`src/rtl/sis_pkg.sv`:
```
package sis_pkg;

  localparam int CAPACITY = 32;
  localparam int IDX_W    = $clog2(CAPACITY);
  localparam int CNT_W    = $clog2(CAPACITY + 1);

  localparam logic [1:0] OP_INSERT    = 2'd0;
  localparam logic [1:0] OP_READ_ASC  = 2'd1;
  localparam logic [1:0] OP_READ_DESC = 2'd2;

  localparam logic [1:0] ST_DATA     = 2'd0;
  localparam logic [1:0] ST_ACCEPTED = 2'd1;
  localparam logic [1:0] ST_FULL     = 2'd2;
  localparam logic [1:0] ST_EMPTY    = 2'd3;

  typedef struct packed {
    logic [1:0]         op;
    logic signed [31:0] value;
  } in_t;

  typedef struct packed {
    logic signed [31:0] data;
    logic [1:0]         status;
    logic               last;
  } out_t;

  typedef struct packed {
    logic             insert;
    logic             load;
    logic [1:0]       status;
    logic             last;
    logic [IDX_W-1:0] rd_idx;
  } cmd_t;

  typedef struct packed {
    logic [CNT_W-1:0] count;
    logic             full;
  } sts_t;

endpackage

```
`src/rtl/sis_ctrl.sv`:
```
module sis_ctrl (
  input  logic                clk,
  input  logic                rst_n,
  input  logic                in_valid,
  output logic                in_stall,
  input  logic [1:0]          in_op,
  output logic                out_valid,
  input  logic                out_stall,
  input  sis_pkg::sts_t       sts,
  output sis_pkg::cmd_t       cmd
);

  localparam logic S_IDLE = 1'b0;
  localparam logic S_READ = 1'b1;

  logic                      state_r, state_nxt;
  logic [sis_pkg::IDX_W-1:0] k_r, k_nxt;
  logic                      desc_r, desc_nxt;
  logic                      out_valid_r, out_valid_nxt;
  logic                      out_free;
  logic                      acc;
  logic [sis_pkg::CNT_W-1:0] k_ext;
  logic [sis_pkg::CNT_W-1:0] k_inc;
  logic [sis_pkg::CNT_W-1:0] rev_idx;

  assign out_free  = !out_valid_r || !out_stall;
  assign in_stall  = !((state_r == S_IDLE) && out_free);
  assign acc       = in_valid && !in_stall;
  assign out_valid = out_valid_r;
  assign k_ext     = {{(sis_pkg::CNT_W - sis_pkg::IDX_W){1'b0}}, k_r};
  assign k_inc     = k_ext + sis_pkg::CNT_W'(1);
  assign rev_idx   = sts.count - k_inc;

  always_comb begin
    state_nxt = state_r;
    k_nxt     = k_r;
    desc_nxt  = desc_r;
    cmd       = '0;
    case (state_r)
      S_IDLE: begin
        if (acc) begin
          case (in_op)
            sis_pkg::OP_INSERT: begin
              cmd.load = 1'b1;
              cmd.last = 1'b1;
              if (sts.full) begin
                cmd.status = sis_pkg::ST_FULL;
              end else begin
                cmd.insert = 1'b1;
                cmd.status = sis_pkg::ST_ACCEPTED;
              end
            end
            sis_pkg::OP_READ_ASC, sis_pkg::OP_READ_DESC: begin
              if (sts.count == '0) begin
                cmd.load   = 1'b1;
                cmd.last   = 1'b1;
                cmd.status = sis_pkg::ST_EMPTY;
              end else begin
                state_nxt = S_READ;
                k_nxt     = '0;
                desc_nxt  = (in_op == sis_pkg::OP_READ_DESC);
              end
            end
            default: ;
          endcase
        end
      end
      S_READ: begin
        if (out_free) begin
          cmd.load   = 1'b1;
          cmd.status = sis_pkg::ST_DATA;
          cmd.rd_idx = desc_r ? rev_idx[sis_pkg::IDX_W-1:0] : k_r;
          cmd.last   = (k_inc == sts.count);
          if (cmd.last) begin
            state_nxt = S_IDLE;
          end else begin
            k_nxt = k_r + sis_pkg::IDX_W'(1);
          end
        end
      end
      default: state_nxt = S_IDLE;
    endcase
  end

  always_comb begin
    if (cmd.load) begin
      out_valid_nxt = 1'b1;
    end else if (!out_stall) begin
      out_valid_nxt = 1'b0;
    end else begin
      out_valid_nxt = out_valid_r;
    end
  end

  always_ff @(posedge clk) begin
    if (!rst_n) begin
      state_r     <= S_IDLE;
      k_r         <= '0;
      desc_r      <= 1'b0;
      out_valid_r <= 1'b0;
    end else begin
      state_r     <= state_nxt;
      k_r         <= k_nxt;
      desc_r      <= desc_nxt;
      out_valid_r <= out_valid_nxt;
    end
  end

endmodule

```
`src/rtl/sis_dp.sv`:
```
module sis_dp (
  input  logic               clk,
  input  logic               rst_n,
  input  sis_pkg::cmd_t      cmd,
  input  logic signed [31:0] value,
  output sis_pkg::sts_t      sts,
  output sis_pkg::out_t      out_data
);

  logic signed [31:0]        cells_r [sis_pkg::CAPACITY];
  logic [sis_pkg::CNT_W-1:0] count_r, count_nxt;
  logic [sis_pkg::CAPACITY-1:0] ins;
  sis_pkg::out_t             out_r;

  assign sts.count = count_r;
  assign sts.full  = (count_r == sis_pkg::CNT_W'(sis_pkg::CAPACITY));
  assign out_data  = out_r;
  assign count_nxt = cmd.insert ? count_r + sis_pkg::CNT_W'(1) : count_r;

  // ins[i]: the new value lands at or before cell i
  always_comb begin
    for (int i = 0; i < sis_pkg::CAPACITY; i++) begin
      ins[i] = (sis_pkg::CNT_W'(i) >= count_r) || (value < cells_r[i]);
    end
  end

  always_ff @(posedge clk) begin
    if (cmd.insert) begin
      if (ins[0]) begin
        cells_r[0] <= value;
      end
      for (int i = 1; i < sis_pkg::CAPACITY; i++) begin
        if (ins[i]) begin
          cells_r[i] <= ins[i-1] ? cells_r[i-1] : value;
        end
      end
    end
  end

  always_ff @(posedge clk) begin
    if (!rst_n) begin
      count_r <= '0;
    end else begin
      count_r <= count_nxt;
    end
  end

  always_ff @(posedge clk) begin
    if (cmd.load) begin
      out_r.data   <= (cmd.status == sis_pkg::ST_DATA) ? cells_r[cmd.rd_idx] : 32'sd0;
      out_r.status <= cmd.status;
      out_r.last   <= cmd.last;
    end
  end

endmodule

```
`src/rtl/sorted_insert_store.sv`:
```
// Sorted store of up to 32 signed 32-bit values held in a chain of registers.
// On an insert, every cell compares itself against the new value
// and the chain shifts up past the insertion point; one status result follows
// (accepted, or dropped when full). A read is accepted first and then streams
// one stored entry per cycle while the receiver does not stall, ascending or
// descending, the last one marked; an empty store gives a single
// empty-status result. Items are handled one at a time; op code 3 is ignored.
// The result register lets the next item enter in the same cycle that a
// waiting result is taken.
module sorted_insert_store (
  input  logic          clk,
  input  logic          rst_n,
  input  logic          in_valid,
  output logic          in_stall,
  input  sis_pkg::in_t  in_data,
  output logic          out_valid,
  input  logic          out_stall,
  output sis_pkg::out_t out_data
);

  sis_pkg::cmd_t cmd;
  sis_pkg::sts_t sts;

  sis_ctrl u_ctrl (
    .clk       (clk),
    .rst_n     (rst_n),
    .in_valid  (in_valid),
    .in_stall  (in_stall),
    .in_op     (in_data.op),
    .out_valid (out_valid),
    .out_stall (out_stall),
    .sts       (sts),
    .cmd       (cmd)
  );

  sis_dp u_dp (
    .clk      (clk),
    .rst_n    (rst_n),
    .cmd      (cmd),
    .value    (in_data.value),
    .sts      (sts),
    .out_data (out_data)
  );

endmodule

```
`config.mk`:
```
export PLATFORM = sky130hd
export DESIGN_NAME = sorted_insert_store
export DESIGN_NICKNAME = d
export VERILOG_FILES = /design/src/rtl/sis_pkg.sv /design/src/rtl/sis_ctrl.sv /design/src/rtl/sis_dp.sv /design/src/rtl/sorted_insert_store.sv
export SDC_FILE = /design/constraint.sdc
export NUM_CORES = 2
export LEC_CHECK = 0
export BUFFER_PORTS_ARGS = -buffer_cell sky130_fd_sc_hd__buf_2
export CORE_MARGIN = 2
export CORE_UTILIZATION = 40
export DETAILED_ROUTE_END_ITERATION = 6
export HOLD_SLACK_MARGIN = 0.08
export PLACE_DENSITY_LB_ADDON = 0.08
export SYNTH_ARGS = -nofsm -noshare
export SYNTH_HDL_FRONTEND = slang
export SYNTH_SLANG_ARGS = --single-unit
```
`constraint.sdc`:
```
create_clock -name clk -period 9.49 [get_ports clk]
set_input_delay 1.4235 -clock clk [delete_from_list [all_inputs] [get_ports clk]]
set_output_delay 1.4235 -clock clk [all_outputs]
set_load 0.02 [all_outputs]
```
# [After elaboration in Yosys (flattened, before gate mapping)]
# Memory sizes are Yosys's and may differ from the RTL's. A register that Yosys moved wholly into a read port is not among the register bits.
# Cells that the tools add are included.
[op_classes] n_addsub=4 order_cmp=64 n_eq_ne=10 n_mux=152 bitwise_logic=2 reduce_logical=45
[ops] cell="< comparator 32 bit" count=32
[ops] cell="2-to-1 mux 32 bit" count=31
[ops] cell="2-to-1 mux 1 bit" count=106
[ops] cell="greater-or-equal comparator 5 x 6 -> 1 bit, first input constant" count=16
[ops] cell="greater-or-equal comparator 4 x 6 -> 1 bit, first input constant" count=8
[ops] cell="2-to-1 mux 5 bit" count=8
[ops] cell="logical OR 1 bit" count=33
[ops] cell="greater-or-equal comparator 3 x 6 -> 1 bit, first input constant" count=4
[ops] cell="one-hot mux 4 bit (2 select lines)" count=2
[ops] cell="greater-or-equal comparator 1 x 6 -> 1 bit, first input constant" count=2
[ops] cell="greater-or-equal comparator 2 x 6 -> 1 bit, first input constant" count=2
[ops] cell="one-hot mux 5 bit (2 select lines)" count=1
[ops] cell="2-to-1 mux 9 bit" count=1
[ops] cell="!= test 2 bit, second input constant" count=4
[ops] cell="adder 5 x 1 -> 6 bit, second input constant" count=1
[ops] cell="adder 6 x 1 -> 6 bit, second input constant" count=1
[ops] cell="equality test 6 bit" count=1
[ops] cell="equality test 6 bit, second input constant" count=1
[ops] cell="zero test 6 bit" count=1
[ops] cell="adder 5 x 1 -> 5 bit, second input constant" count=1
[ops] cell="AND reduction 5 bit" count=1
[ops] cell="subtractor 5 bit" count=1
[ops] cell="zero test 1 bit" count=4
[ops] cell="zero test 2 bit" count=2
[ops] cell="other kinds (10)" count=13
[totals] regBits=17 ram_bits=1024 input_bits=38 elab_cells=285 memories=1
[mem_list] memory="u_dp.cells_r" words=32 word_bits=32 read_ports=33 rd_clocked_by_memory_dff=1 write_ports=32 line_no="sis_dp.sv:10" text="logic signed [31:0] cells_r [sis_pkg::CAPACITY];"

# [Logic depth before layout (Yosys ltp)]
[depth] ltp_word=8 mapped_depth=14 ltp_nobuf=11

# [Cells and area by module]
# From an unflattened synthesis, not the netlist that was laid out.
[unflattened] cells_unflattened=6587 area_unflattened_um2=78911.9
[by_module_without_submodules] module="sis_dp" instances=1 cells_each=6481 area_each_um2=78052.4
[by_module_without_submodules] module="sis_ctrl" instances=1 cells_each=106 area_each_um2=859.6

# [Worst setup path after synthesis]
# OpenSTA, ideal clock, no wires.
[synth_path] path_type="in2reg" startpoint="in in_data[29] (netlist bit)" endpoint="mem u_dp.cells_r[18][0] (enable)" setup_ps=432 t_arrival_ps=4562 t_required_ps=9058 slack_ps=4496 path_stages=9 path_cell_list="ha_1 -> a21o_1 -> a21o_1 -> a21oi_1 -> o21a_1 -> clkbuf_1 -> clkbuf_1 -> o211ai_1 -> a21oi_1"
[synth_lines] element="start: declaration" line_no="sorted_insert_store.sv:15" text="input sis_pkg::in_t in_data,"
[synth_lines] element="end: declaration" line_no="sis_dp.sv:10"

==> impl_metrics.toml <==
[timing]
fin_crit_ps = 5600
worstMarginPinSlew_ps = 1340
max_freq_mhz = 179
tns_ps = 0
period_share = 0.590
drv_slew = 0
relSlewSlack = 0.104
setup_violations = 0
rsz0062_at_grt = "no"
holdWs_ps = 519
fin_skew_ps = 23.6
hold_violations = 0

[global_route]
grt_pass1_wl_mm = 386
track_usage = 0.239
gr-total-overflow = 0
grt_max_degree = 188
grt_pass1_vias = 62100
antenna_found_initial = 3

[placement]
dp_hpwl_mm = 182
numPortBuffers = 74
dp.cells = 10200
place_congestion = 0.845

[synthesis]
syn_nets = 8847
netlist_area_mm2 = 0.0819
netlist_instances = 7805
ys_warn_count = 0
synthArstFlopShare = 0
synth-main-ff-cell = "edfxtp_1"
synth.distinct_cells = 87
avgSynthCellArea_um2 = 10.5
yosysSeqAreaShare = 0.392
synth_edf_count = 1059
synth-seq-cells = 1073

[hold_path]
hold_depth = 2
min_path_type = "reg -> reg"

[clock_tree]
ctsRootBufferMaster = "clkbuf_16"
insertion_delay_ps = 800
tritoncts = "done"
post_cts_buffers = 0
cts_hold_buf = 0
clock_sinks = 1073
clock_path_buffers = 3
cts_max_level = 4
cts-resized-gates = 0
cts_buffers = 142
clkTransAtPathRegs_ps = 60

[pwr]
report.power.total_mw = 12.3
pwr-share-comb = 0.114
p_leak_nw = 36.5
netSwitchingPower_mw = 3.21
pwr-share-seq = 0.443
vdd_ir_drop_max_v = 0.000184
power.internal_mw = 9.09
power_frac_clock = 0.443
p_per_area_mw_per_mm2 = 137
switching_share = 0.261

[worst_setup_path]
crit_arrival_ps = 6030
cp_max_fo = 32
start_kind = "input pin"
r2r.worst_path.cells = 11
critPathCaptureType = "flop"
setup.worst_path.class = "in -> reg"
worstPathRequired_ps = 9920

[route]
vias = 61300
ant_nets = 0
wl_per_cell_um = 24.3
viasPerCell = 5.88
drc_errors = 0
drt_iter0_markers = 4085
routed_wl_mm = 254
drt_first_pass_iters = 6

[floorplanning]
io_pins = 75
start_util = 0.401
fp.dieW_um = 456
core_area_mm2 = 0.204
die_y_um = 456
dieArea_mm2 = 0.208
fp-row-count = 166

[run]
cap_violations = 0

[final_layout]
fillers = 19300
diodes = 0
instances_no_fill = 10400
synthToLayoutAreaGrowth_pct = 9.31
final_nets = 8673
drive_gt1_frac = 0.176

[outcome]
outcome = "complete, no violations"
-- critical path, cell delays in order --
cell and delay [ps]:
buf_2 320, buf_4 400, buf_4 380, ha_1 210, a21oi_1 110, nand2_1 120
nand4_1 230, nor4_1 990, o21ai_0 650, nand2_1 340, buf_4 460, nor2_4 310
-- layout by cell type, fill, tap and decap left out, drive strengths merged, types with 27 or more instances in the layout --
cell and count:
o221ai 248, mux2 931, a211o 46, o21ai 154
a311oi 94, nor4b 37, clkinv 60, nand4 236
buf 201, a221oi 41, mux2i 27, o311a 33
nand2 467, nor3 36, nand2b 78, nor3b 33
nor2b 41, ha 1003, edfxtp 1059, nor2 150
o311ai 35, nand3 120, a21oi 465, a31oi 49
inv 1046, a21o 249, o31ai 48, o211ai 267
clkbuf 176, a211oi 56
-- cells by family (layout without fill, tap and decap cells) --
kind of cell | count (synthesis) | in the layout | share of synthesized area
flops | 1073 | 1073 | 0.392
buf+inv | 1561 | 1499 | 0.0759
fa+ha+maj | 1004 | 1004 | 0.153
compound gates | 1898 | 1898 | 0.165
simple gates | 1302 | 1302 | 0.0807
xor+xnor | 9 | 9 | 0.000963
mux | 958 | 958 | 0.132
-- layout make-up --
cell class                 instances  area, um^2  share of cell area
timing repair buffer             201        1610              0.0180
clock buffer                     176        3850              0.0430
inverter                        1042        3910              0.0437
multi-input combinational       5171       44000               0.491
clock inverter                    80         729             0.00815
sequential                      1073       32100               0.358
tap                             2688        3360              0.0376
-- metrics by stage --
stage               utilization  worst slack [ps]  area [um^2]
floorplan                     -              4500        81900
global placement          0.416              2950        84900
detailed placement        0.416              2950        84900
CTS                       0.438              3800        89500
global route              0.438              3800        89500
finish                    0.438              3890        89500
-- routing by layer --
| layer | up-vias | global-route usage | part of all wire |
|---|---|---|---|
| li1 | 29200 | - | - |
| met1 | 30600 | 0.300 | 0.43 |
| met2 | 1210 | 0.429 | 0.51 |
| met3 | 330 | 0.0250 | 0.035 |
| met4 | 0 | 0.0732 | 0.030 |
| met5 | - | 0 | 0 |
-- worst paths after layout --
check	start	endpoint	slack (ps)
max	in_data[18]	u_dp.cells_r[13][3]	3890
min	u_ctrl.k_r[1]	u_ctrl.k_r[1]	520
max reg2reg	u_dp.count_r[0]	u_dp.out_data[19]	4870
min reg2reg	u_ctrl.k_r[1]	u_ctrl.k_r[1]	520
-- power groups by stage --
stage	logic [mW]	registers (mW)	clock network (mW)
3_5_place_dp	1.42	5.55	0
3_3_place_gp	1.38	5.55	0
5_1_grt	1.58	5.47	5.73
4_1_cts	1.42	5.45	5.57
6_report	1.41	5.45	5.45
2_1_floorplan	0.873	5.53	0
-- registers in the layout, summed over array words and instances, names as in the netlist --
| name | count |
|---|---|
| u_ctrl.k_r | 5 |
| u_ctrl.state_r | 1 |
| u_ctrl.desc_r | 1 |
| u_ctrl.out_valid | 1 |
| u_dp.out_data | 35 |
| u_dp.cells_r | 1024 |
| u_dp.count_r | 6 |
-- Yosys cell counts, types with 150 or more instances --
| library cell | count | area, um^2 |
|---|---|---|
| a21oi_1 | 464 | 2320 |
| mux2_2 | 867 | 9760 |
| ha_1 | 1003 | 12500 |
| edfxtp_1 | 1059 | 31800 |
| o221ai_1 | 248 | 2170 |
| nand2_1 | 466 | 1750 |
| nor2_1 | 150 | 563 |
| a21o_1 | 249 | 1870 |
| nand4_1 | 236 | 1480 |
| o211ai_1 | 267 | 2000 |
| clkbuf_1 | 338 | 1270 |
| inv_1 | 1041 | 3910 |
(Power assumes the default switching activity.)
